--- src/rrf_pkg.sv ---
// ----------------------------------------------------------------------------
// rrf_pkg
// Shared types, constants and the CRC-16/MODBUS byte update for the
// read-request framer.
// ----------------------------------------------------------------------------
package rrf_pkg;

    localparam logic [7:0]  PREAMBLE_BYTE = 8'hAA;
    localparam logic [7:0]  OPCODE_READ   = 8'h09;
    localparam logic [15:0] CRC_INIT      = 16'hFFFF;
    localparam logic [15:0] CRC_POLY_REFL = 16'hA001;

    localparam int WC_W     = 7;
    localparam int ADDR_W   = 16;
    localparam int BYTE_W   = 8;

    // request queue between front and back
    localparam int QDEPTH   = 2;
    localparam int QPTR_W   = (QDEPTH > 1) ? $clog2(QDEPTH) : 1;
    localparam int QCNT_W   = $clog2(QDEPTH + 1);

    // byte kinds in the back-end sequencer
    localparam int KIND_W            = 3;
    localparam logic [KIND_W-1:0] K_START = 3'd0;
    localparam logic [KIND_W-1:0] K_PRE   = 3'd1;
    localparam logic [KIND_W-1:0] K_OP    = 3'd2;
    localparam logic [KIND_W-1:0] K_LEN   = 3'd3;
    localparam logic [KIND_W-1:0] K_ALO   = 3'd4;
    localparam logic [KIND_W-1:0] K_AHI   = 3'd5;
    localparam logic [KIND_W-1:0] K_CLO   = 3'd6;
    localparam logic [KIND_W-1:0] K_CHI   = 3'd7;

    // one classified request
    typedef struct packed {
        logic [ADDR_W-1:0] addr;
        logic              first;   // opens a frame: header goes out first
        logic              last;    // closes a frame: CRC goes out after
        logic [BYTE_W-1:0] len;     // length byte, 2 * word count
    } t_req;

    function automatic logic [15:0] crc_update(input logic [15:0] crc_in,
                                               input logic [7:0]  data);
        logic [15:0] c;
        c = crc_in ^ {8'h00, data};
        for (int b = 0; b < 8; b++) begin
            if (c[0]) begin
                c = (c >> 1) ^ CRC_POLY_REFL;
            end else begin
                c = c >> 1;
            end
        end
        return c;
    endfunction

endpackage

--- src/rrf_front.sv ---
// ----------------------------------------------------------------------------
// rrf_front
// Holds the word count register, tracks the position within the frame and
// tags each incoming address as first and/or last of its frame.
// ----------------------------------------------------------------------------
module rrf_front import rrf_pkg::*; (
    input  logic              i_clk,
    input  logic              i_rst_n,
    input  logic              i_cfg_we,
    input  logic [WC_W-1:0]   i_cfg_wdata,
    input  logic              i_valid,
    output logic              o_ready,
    input  logic [ADDR_W-1:0] i_addr,
    input  logic              i_q_full,
    output logic              o_push,
    output t_req              o_req
);

    logic [WC_W-1:0] r_word_count;
    logic [WC_W-1:0] r_words_taken;
    logic [WC_W-1:0] n_words_taken;
    logic [WC_W-1:0] wc_eff;
    logic            is_last;

    // a count of zero behaves as one
    assign wc_eff  = (r_word_count == '0) ? WC_W'(1) : r_word_count;
    assign is_last = ({1'b0, r_words_taken} + 8'd1) >= {1'b0, wc_eff};

    assign o_ready = !i_q_full;
    assign o_push  = i_valid && o_ready;

    assign o_req.addr  = i_addr;
    assign o_req.first = (r_words_taken == '0);
    assign o_req.last  = is_last;
    assign o_req.len   = {wc_eff, 1'b0};

    assign n_words_taken = is_last ? '0 : r_words_taken + WC_W'(1);

    always_ff @(posedge i_clk) begin
        if (!i_rst_n) begin
            r_word_count  <= WC_W'(1);
            r_words_taken <= '0;
        end else begin
            if (i_cfg_we) begin
                r_word_count <= i_cfg_wdata;
            end
            if (o_push) begin
                r_words_taken <= n_words_taken;
            end
        end
    end

`ifndef ASSERT_OFF
    a_first_after_last: assert property (@(posedge i_clk) disable iff (!i_rst_n)
        o_push && is_last |=> r_words_taken == '0)
        else $error("frame position not cleared after last request");
    a_count_bound: assert property (@(posedge i_clk) disable iff (!i_rst_n)
        o_push && !is_last |=> r_words_taken != '0)
        else $error("frame position lost within a frame");
`endif

endmodule

--- src/rrf_queue.sv ---
// ----------------------------------------------------------------------------
// rrf_queue
// Short register FIFO of classified requests between front and back.
// ----------------------------------------------------------------------------
module rrf_queue import rrf_pkg::*; (
    input  logic i_clk,
    input  logic i_rst_n,
    input  logic i_push,
    input  t_req i_req,
    output logic o_full,
    input  logic i_pop,
    output logic o_valid,
    output t_req o_req
);

    t_req              r_mem [QDEPTH];
    logic [QPTR_W-1:0] r_wptr;
    logic [QPTR_W-1:0] r_rptr;
    logic [QCNT_W-1:0] r_cnt;

    assign o_full  = (r_cnt == QCNT_W'(QDEPTH));
    assign o_valid = (r_cnt != '0);
    assign o_req   = r_mem[r_rptr];

    function automatic logic [QPTR_W-1:0] ptr_inc(input logic [QPTR_W-1:0] p);
        return (p == QPTR_W'(QDEPTH - 1)) ? '0 : p + QPTR_W'(1);
    endfunction

    always_ff @(posedge i_clk) begin
        if (i_push) begin
            r_mem[r_wptr] <= i_req;
        end
    end

    always_ff @(posedge i_clk) begin
        if (!i_rst_n) begin
            r_wptr <= '0;
            r_rptr <= '0;
            r_cnt  <= '0;
        end else begin
            if (i_push) begin
                r_wptr <= ptr_inc(r_wptr);
            end
            if (i_pop) begin
                r_rptr <= ptr_inc(r_rptr);
            end
            if (i_push && !i_pop) begin
                r_cnt <= r_cnt + QCNT_W'(1);
            end else if (i_pop && !i_push) begin
                r_cnt <= r_cnt - QCNT_W'(1);
            end
        end
    end

`ifndef ASSERT_OFF
    a_no_overflow: assert property (@(posedge i_clk) disable iff (!i_rst_n)
        i_push |-> !o_full)
        else $error("request queue overflow");
    a_no_underflow: assert property (@(posedge i_clk) disable iff (!i_rst_n)
        i_pop |-> o_valid)
        else $error("request queue underflow");
    a_ptr_gap: assert property (@(posedge i_clk) disable iff (!i_rst_n)
        (r_cnt == '0) || (r_cnt == QCNT_W'(QDEPTH)) |-> r_wptr == r_rptr)
        else $error("queue pointers out of step with count");
`endif

endmodule

--- src/rrf_back.sv ---
// ----------------------------------------------------------------------------
// rrf_back
// Byte sequencer: walks header, address and CRC bytes of the head request,
// folds header and address bytes into the CRC and drives the output register.
// ----------------------------------------------------------------------------
module rrf_back import rrf_pkg::*; (
    input  logic              i_clk,
    input  logic              i_rst_n,
    input  logic              i_q_valid,
    input  t_req              i_req,
    output logic              o_pop,
    output logic              o_valid,
    input  logic              i_ready,
    output logic [BYTE_W-1:0] o_byte,
    output logic              o_run_last,
    output logic              o_frame_last
);

    logic [KIND_W-1:0] r_kind;
    logic [KIND_W-1:0] kind;
    logic [KIND_W-1:0] n_kind;
    logic [15:0]       r_crc;
    logic [15:0]       n_crc;
    logic [BYTE_W-1:0] byte_sel;
    logic              emit;
    logic              done;
    logic              r_out_valid;
    logic [BYTE_W-1:0] r_out_byte;
    logic              r_out_run_last;
    logic              r_out_frame_last;

    assign emit = i_q_valid && (!r_out_valid || i_ready);
    assign kind = (r_kind == K_START) ? (i_req.first ? K_PRE : K_ALO) : r_kind;
    assign done = ((kind == K_AHI) && !i_req.last) || (kind == K_CHI);
    assign o_pop = emit && done;

    always_comb begin
        byte_sel = '0;
        n_kind   = K_START;
        n_crc    = r_crc;
        unique case (kind)
            K_PRE: begin
                byte_sel = PREAMBLE_BYTE;
                n_kind   = K_OP;
                n_crc    = crc_update(CRC_INIT, PREAMBLE_BYTE);
            end
            K_OP: begin
                byte_sel = OPCODE_READ;
                n_kind   = K_LEN;
                n_crc    = crc_update(r_crc, OPCODE_READ);
            end
            K_LEN: begin
                byte_sel = i_req.len;
                n_kind   = K_ALO;
                n_crc    = crc_update(r_crc, i_req.len);
            end
            K_ALO: begin
                byte_sel = i_req.addr[7:0];
                n_kind   = K_AHI;
                n_crc    = crc_update(r_crc, i_req.addr[7:0]);
            end
            K_AHI: begin
                byte_sel = i_req.addr[15:8];
                n_kind   = i_req.last ? K_CLO : K_START;
                n_crc    = crc_update(r_crc, i_req.addr[15:8]);
            end
            K_CLO: begin
                byte_sel = r_crc[7:0];
                n_kind   = K_CHI;
            end
            K_CHI: begin
                byte_sel = r_crc[15:8];
                n_kind   = K_START;
                n_crc    = CRC_INIT;
            end
            default: begin
                byte_sel = '0;
                n_kind   = K_START;
            end
        endcase
    end

    always_ff @(posedge i_clk) begin
        if (!i_rst_n) begin
            r_kind      <= K_START;
            r_crc       <= CRC_INIT;
            r_out_valid <= 1'b0;
        end else begin
            if (emit) begin
                r_kind      <= n_kind;
                r_crc       <= n_crc;
                r_out_valid <= 1'b1;
            end else if (i_ready) begin
                r_out_valid <= 1'b0;
            end
        end
    end

    always_ff @(posedge i_clk) begin
        if (emit) begin
            r_out_byte       <= byte_sel;
            r_out_run_last   <= done;
            r_out_frame_last <= (kind == K_CHI);
        end
    end

    assign o_valid      = r_out_valid;
    assign o_byte       = r_out_byte;
    assign o_run_last   = r_out_run_last;
    assign o_frame_last = r_out_frame_last;

`ifndef ASSERT_OFF
    a_frame_implies_run: assert property (@(posedge i_clk) disable iff (!i_rst_n)
        o_valid && o_frame_last |-> o_run_last)
        else $error("frame end without run end");
    a_crc_reload: assert property (@(posedge i_clk) disable iff (!i_rst_n)
        emit && (kind == K_CHI) |=> r_crc == CRC_INIT)
        else $error("CRC not reloaded after frame");
    a_idle_start: assert property (@(posedge i_clk) disable iff (!i_rst_n)
        !i_q_valid |-> r_kind == K_START)
        else $error("sequencer mid-request with empty queue");
`endif

endmodule

--- src/read_request_framer_crc16.sv ---
// ----------------------------------------------------------------------------
// read_request_framer_crc16
// Builds read-individual-registers request frames with a CRC-16/MODBUS tail.
// ----------------------------------------------------------------------------
// Each request on the slave side carries one 16-bit register address. The
// first address of a frame is preceded by 0xAA, 0x09 and a length byte of
// twice the word count (a count of zero acts as one); each address goes out
// low byte first; after the word-count-th address the CRC-16/MODBUS of all
// frame bytes follows, low byte first. tlast marks the final byte caused by
// one address, tuser[0] the final CRC byte of the frame. The master side
// moves one byte per cycle while tready is high and a request is queued; an
// address causes two bytes, five when it opens a frame and two more when it
// closes one; a two-entry request queue lets the next address be taken while
// the sequencer is busy. Write the word count only while no bytes are pending.
module read_request_framer_crc16 import rrf_pkg::*; (
    input  logic              i_clk,
    input  logic              i_rst_n,
    input  logic              i_cfg_we,
    input  logic [WC_W-1:0]   i_cfg_wdata,      // word_count
    input  logic              i_s_axis_tvalid,
    output logic              o_s_axis_tready,
    input  logic [ADDR_W-1:0] i_s_axis_tdata,   // [15:0] reg_address
    output logic              o_m_axis_tvalid,
    input  logic              i_m_axis_tready,
    output logic [BYTE_W-1:0] o_m_axis_tdata,   // [7:0] tx_byte
    output logic              o_m_axis_tlast,   // run_last
    output logic [0:0]        o_m_axis_tuser    // [0] frame_last
);

    t_req front_req;
    t_req head_req;
    logic push;
    logic pop;
    logic q_full;
    logic q_valid;
    logic frame_last;

    rrf_front u_front (
        .i_clk       (i_clk),
        .i_rst_n     (i_rst_n),
        .i_cfg_we    (i_cfg_we),
        .i_cfg_wdata (i_cfg_wdata),
        .i_valid     (i_s_axis_tvalid),
        .o_ready     (o_s_axis_tready),
        .i_addr      (i_s_axis_tdata),
        .i_q_full    (q_full),
        .o_push      (push),
        .o_req       (front_req)
    );

    rrf_queue u_queue (
        .i_clk   (i_clk),
        .i_rst_n (i_rst_n),
        .i_push  (push),
        .i_req   (front_req),
        .o_full  (q_full),
        .i_pop   (pop),
        .o_valid (q_valid),
        .o_req   (head_req)
    );

    rrf_back u_back (
        .i_clk        (i_clk),
        .i_rst_n      (i_rst_n),
        .i_q_valid    (q_valid),
        .i_req        (head_req),
        .o_pop        (pop),
        .o_valid      (o_m_axis_tvalid),
        .i_ready      (i_m_axis_tready),
        .o_byte       (o_m_axis_tdata),
        .o_run_last   (o_m_axis_tlast),
        .o_frame_last (frame_last)
    );

    assign o_m_axis_tuser = frame_last;

endmodule
--- config.mk ---
export PLATFORM = sky130hd
export DESIGN_NAME = read_request_framer_crc16
export DESIGN_NICKNAME = d
export VERILOG_FILES = /design/src/rrf_pkg.sv /design/src/rrf_front.sv /design/src/rrf_queue.sv /design/src/rrf_back.sv /design/src/read_request_framer_crc16.sv
export SDC_FILE = /design/constraint.sdc
export NUM_CORES = 1
export LEC_CHECK = 0
export ABC_AREA = 1
export ABC_CLOCK_PERIOD_IN_PS = 2350
export BUFFER_PORTS_ARGS = -buffer_cell sky130_fd_sc_hd__buf_2
export CAP_MARGIN = 0
export CORE_ASPECT_RATIO = 1.2
export CORE_MARGIN = 1.5
export CORE_UTILIZATION = 45
export DETAILED_ROUTE_END_ITERATION = 10
export GPL_TIMING_DRIVEN = 0
export PLACE_DENSITY = 0.65
export SLEW_MARGIN = 20
export SYNTH_ARGS = -nofsm -noshare
export SYNTH_HDL_FRONTEND = slang
export SYNTH_HIERARCHICAL = 1
export SYNTH_SLANG_ARGS = --single-unit
--- constraint.sdc ---
create_clock -name i_clk -period 2.35 [get_ports i_clk]
set_clock_uncertainty 0.05 [all_clocks]
set_input_delay 0.3525 -clock i_clk [delete_from_list [all_inputs] [get_ports i_clk]]
set_output_delay 0.3525 -clock i_clk [all_outputs]
set_load 0.03 [all_outputs]
==> summary.md <==
| Metric | Value |
|---|---|
| Buffers added on ports | 23 |
| Clock share of power | 0.202 |
| Hold-fix buffers at CTS | 0 |
| Longest Clk Path Bufs | 2 |
| Startpoint types | flop |
| Number of enable flip-flop cells after synthesis | 62 |
| Mapped cell area | between 6000 and 7000 µm² |
| Synth Instances | ~780 |
| Via/cell ratio | 5.292 |
| Relative contribution of sequential cells to total power | 0.320 |
| DRC errors left | 0 |
| Wire length of the first global-routing pass | roughly 25000 µm |
| Data arrival, critical path | 2.81 ns |
| Place WS | -0.4673 ns |
| Die boundary width | 113.1 µm |
| Detailed Routing Iterations Pass 1 | 5 |
| Effective utilization at floorplan | 0.4582 |
| H-Tree Depth | 3 |
| CTS tree | done |
| Area of the core region | 14290 µm² |
| Overall Global Routing Usage | 0.2156 |
| Total via count in the routed design | around 5500 |
| Peak ir drop on the vdd network | ~470 µV |
| Number of endpoints failing setup at the final stage | 19 |
| P&R area growth vs syn | 20.78% |
| Dominant cell type by area after synthesis | sky130_fd_sc_hd__edfxtp_1 |
| Worst setup endpoint | u_back/r_crc[13]$_SDFFE_PN1P_ |
| Finished Core Util | 0.5535 |
| Ant. Diodes | 0 |
| Row Count | 48 |
| Top flip-flop cell by instance count after synthesis | sky130_fd_sc_hd__edfxtp_1 |
| Number of max-cap violations | 0 |
| Post-synthesis sequential area ratio | 0.4034 |
| Number of nets still failing antenna checks after routing | 0 |
| WP data required | between 2 and 3 ns |
| Number of distinct standard cells referenced by the synthesized netlist | 48 |
| Ys async rst share | 0 |
| Total power density per cell area | 897.2 nW/µm² |
| Fillcell total | roughly 1300 |
| Worst setup EP type | flop |
| Area of all placed cells without fillers | ~7900 µm² |
| Violations in the final reports | setup timing |
| Height of the die | 135.2 µm |
| Clock slew at reported path FFs | 0.07 ns |
| RSZ-0062 raised after global routing | true |
| Total overflow reported by the global router | 0 |
| Synth top cells by count | sky130_fd_sc_hd__nand2_1 (186), sky130_fd_sc_hd__inv_1 (74), sky130_fd_sc_hd__edfxtp_1 (62), sky130_fd_sc_hd__nand3_1 (51) |
| DRC marker count from the first detailed-route iteration | around 340 |
| Post-DP HPWL | roughly 12000 µm |
| Count of endpoints failing hold in the final timing report | 0 |
| Share of total power in combinational logic | 0.479 |
| Via count of the first global-routing pass | about 5000 |
| Run status | complete, but fails checks |
| Start point of the worst hold path | i_s_axis_tdata[7] |
| WL/cell | between 15 and 20 µm |
| Worst Slack Setup Final | -0.2746 ns |
| Classification of the worst-slack hold path | primary input to flop |
| Final weighted congestion in routability-driven placement | 0.9538 |
| Switching Share | 0.4068 |
| Highest achievable clock rate | 0.3810 GHz |
| Final period utilization | 1.117 |
| Fraction of layout instances using a drive strength above 1 | 0.3501 |
| LEAKAGE | 3.469 nW |
| Slew of the pin with the lowest slew margin | slightly above 0.8 ns |
| Initial antenna violation count | 0 |
| Worst Reg2Reg Path Length in Cells | 23 |
| Routed wire length | roughly 16000 µm |
| Area share of the leading cell type in the synthesized netlist | 0.2842 |
| Reg2reg setup slack | -0.27 ns |
| Area of placed instances | approximately 7000 µm² |
| Post-synthesis average cell area | between 8 and 9 µm² |
| Switching power | roughly 0.0029 W |
| Number of clock sinks seen by CTS | 101 |
| Die outline area | 15290 µm² |
| Cell with the most instances after synthesis | sky130_fd_sc_hd__nand2_1 |
| Total negative slack | -2.410 ns |
| Syn Nets | around 820 |
| Maximum number of pins on one net before global-route repair | 27 |
| CP Class | flop to flop |
| Internal power | between 0.004 and 0.005 W |
| Final Hold Slack | roughly 0.14 ns |
| Worst skew pair latency | between 0.3 and 0.4 ns |
| Number of nets in the layout | 890 |
| Minimum period implied by the final worst setup slack | 2.625 ns |
| CP max FO | 8 |
| Total number of yosys warnings | 6 |
| Worst slew margin relative to its limit | 0.4464 |
| Number of max-slew violations in the final report | 0 |
| RR Endpoint | u_back/r_crc[13]$_SDFFE_PN1P_ |
| Number of CTS-inserted buffers | 9 |
| FF+latch count, synth | around 100 |
| Leading post-synthesis cells by cell area | sky130_fd_sc_hd__edfxtp_1 (28%), sky130_fd_sc_hd__dfxtp_1 (12%), sky130_fd_sc_hd__nand2_1 (11%), sky130_fd_sc_hd__mux2_4 (4.6%), sky130_fd_sc_hd__inv_1 (4.2%) |
| # IOs | 40 |
| Root Buffer | sky130_fd_sc_hd__clkbuf_16 |
-- cells in the final DEF, fill, tap and decap left out, types with 7 or more instances in the layout --
| cell type | n |
|---|---|
| sky130_fd_sc_hd__xnor2_1 | 7 |
| sky130_fd_sc_hd__nand2_1 | 165 |
| sky130_fd_sc_hd__dfxtp_1 | 37 |
| sky130_fd_sc_hd__edfxtp_1 | 62 |
| sky130_fd_sc_hd__nand3_4 | 11 |
| sky130_fd_sc_hd__buf_2 | 27 |
| sky130_fd_sc_hd__nor2_4 | 8 |
| sky130_fd_sc_hd__buf_4 | 55 |
| sky130_fd_sc_hd__o21ai_0 | 18 |
| sky130_fd_sc_hd__nor2_1 | 35 |
| sky130_fd_sc_hd__inv_2 | 21 |
| sky130_fd_sc_hd__nor2_2 | 7 |
| sky130_fd_sc_hd__nand4_1 | 9 |
| sky130_fd_sc_hd__nand2_4 | 22 |
| sky130_fd_sc_hd__clkbuf_16 | 10 |
| sky130_fd_sc_hd__inv_1 | 59 |
| sky130_fd_sc_hd__ha_1 | 10 |
| sky130_fd_sc_hd__o21ai_1 | 13 |
| sky130_fd_sc_hd__clkbuf_1 | 15 |
| sky130_fd_sc_hd__a21oi_1 | 43 |
| sky130_fd_sc_hd__o22ai_1 | 7 |
| sky130_fd_sc_hd__nand3_2 | 15 |
| sky130_fd_sc_hd__inv_4 | 9 |
| sky130_fd_sc_hd__nand3_1 | 41 |
| sky130_fd_sc_hd__nand2_2 | 45 |
| sky130_fd_sc_hd__xor2_1 | 15 |
| sky130_fd_sc_hd__buf_6 | 7 |
| sky130_fd_sc_hd__mux2_4 | 22 |
-- worst max-delay path, cell delays in order, from the launching register on --
cell and delay, ns:
sky130_fd_sc_hd__dfxtp_2 0.34, sky130_fd_sc_hd__buf_12 0.13, sky130_fd_sc_hd__buf_12 0.13, sky130_fd_sc_hd__mux2_4 0.35
sky130_fd_sc_hd__nand2_2 0.08, sky130_fd_sc_hd__inv_2 0.04, sky130_fd_sc_hd__nor2_2 0.10, sky130_fd_sc_hd__nand2_2 0.07
sky130_fd_sc_hd__nand2_2 0.11, sky130_fd_sc_hd__nand2_4 0.09, sky130_fd_sc_hd__nand2_4 0.07, sky130_fd_sc_hd__nand2_4 0.07
sky130_fd_sc_hd__nand2_4 0.08, sky130_fd_sc_hd__nand2_4 0.06, sky130_fd_sc_hd__nand2_4 0.07, sky130_fd_sc_hd__nand2_4 0.05
sky130_fd_sc_hd__nand3_4 0.10, sky130_fd_sc_hd__nand2_2 0.05, sky130_fd_sc_hd__nand2_2 0.07, sky130_fd_sc_hd__o21ai_2 0.06
sky130_fd_sc_hd__nor2_1 0.09, sky130_fd_sc_hd__nand2_1 0.09, sky130_fd_sc_hd__nand2_1 0.08, sky130_fd_sc_hd__nand2_1 0.05
-- cell families after synthesis --
family | after synthesis | synth area share
DFF | 101 | 0.4034
AOI/OAI and AO/OA | 109 | 0.09723
other | 1 | 0.0005725
xor gates and xnor gates | 30 | 0.04355
adders and majority gates | 10 | 0.01910
and+or+nand+nor | 367 | 0.2751
muxes | 26 | 0.05616
buffers and inverters | 139 | 0.1049
-- area by class of cell --
class	count	area, µm²	share of cell area
Multi-Input combinational cell	543	3650	0.4613
Sequential cell	101	2645	0.3343
Timing Repair Buffer	59	392.9	0.04966
Inverter	92	375.4	0.04745
Buffer	45	339.1	0.04286
Clock buffer	13	261.5	0.03305
Tap cell	175	219.0	0.02768
Clock inverter	3	21.27	0.002689
Timing Repair inverter	1	7.507	0.0009489
-- per-layer routing --
metal	GRT usage	routed length, µm	up-vias
met5	0	0	-
met4	0.08681	452	0
met3	0.03132	852	34
met2	0.3865	8464	169
met1	0.2599	6665	2529
li1	-	-	2729
-- what timing repair did --
| item | CTS | global route |
|---|---|---|
| endpoints found under the setup margin | 51 | 50 |
| resized for setup | 52 | 71 |
| cloned | 1 | 1 |
| pin swaps | 31 | 31 |
| buffers inserted | 23 | 12 |
-- power by group through the flow --
| stage | registers [W] | clock network, W | logic, W |
|---|---|---|---|
| 6_report | 0.00227 | 0.00143 | 0.00340 |
| 5_1_grt | 0.00229 | 0.00152 | 0.00367 |
| 4_1_cts | 0.00227 | 0.00146 | 0.00301 |
| 3_5_place_dp | 0.00230 | 0 | 0.00268 |
| 3_3_place_gp | 0.00230 | 0 | 0.00266 |
| 2_1_floorplan | 0.00238 | 0 | 0.00196 |
-- flip-flops by register name, indices dropped and copies added (netlist names), named ones only --
signal,count
u_back/o_valid,1
u_back/r_kind,3
u_back/r_crc,16
u_front/r_word_count,7
u_queue/r_rptr,1
u_queue/r_cnt,2
u_back/o_run_last,1
u_queue/r_mem,52
u_back/o_frame_last,1
u_back/o_byte,8
u_queue/r_wptr,1
u_front/r_words_taken,7
-- worst min path at each step --
stage / depth (start not counted) / slack (ns) / end
3_3_place_gp: 2 / 0.41 / u_front/r_word_count[0]$_SDFFE_PN1P_
3_5_place_dp: 2 / 0.42 / u_front/r_word_count[0]$_SDFFE_PN1P_
4_1_cts: 1 / 0.13 / u_queue/r_mem[1][20]$_DFFE_PP_
2_1_floorplan: 2 / 0.39 / u_front/r_word_count[0]$_SDFFE_PN1P_
5_1_grt: 1 / 0.13 / u_queue/r_mem[0][17]$_DFFE_PP_
6_report: 1 / 0.14 / u_queue/r_mem[1][17]$_DFFE_PP_
-- per-stage QoR --
stage          std cells  total power, W
6_report            1032        0.007098
5_1_grt             1032        0.007473
4_1_cts             1019        0.006736
3_5_place_dp         981        0.004981
3_3_place_gp         981        0.004957
2_1_floorplan        783        0.004341
(Power assumes the default switching activity.)
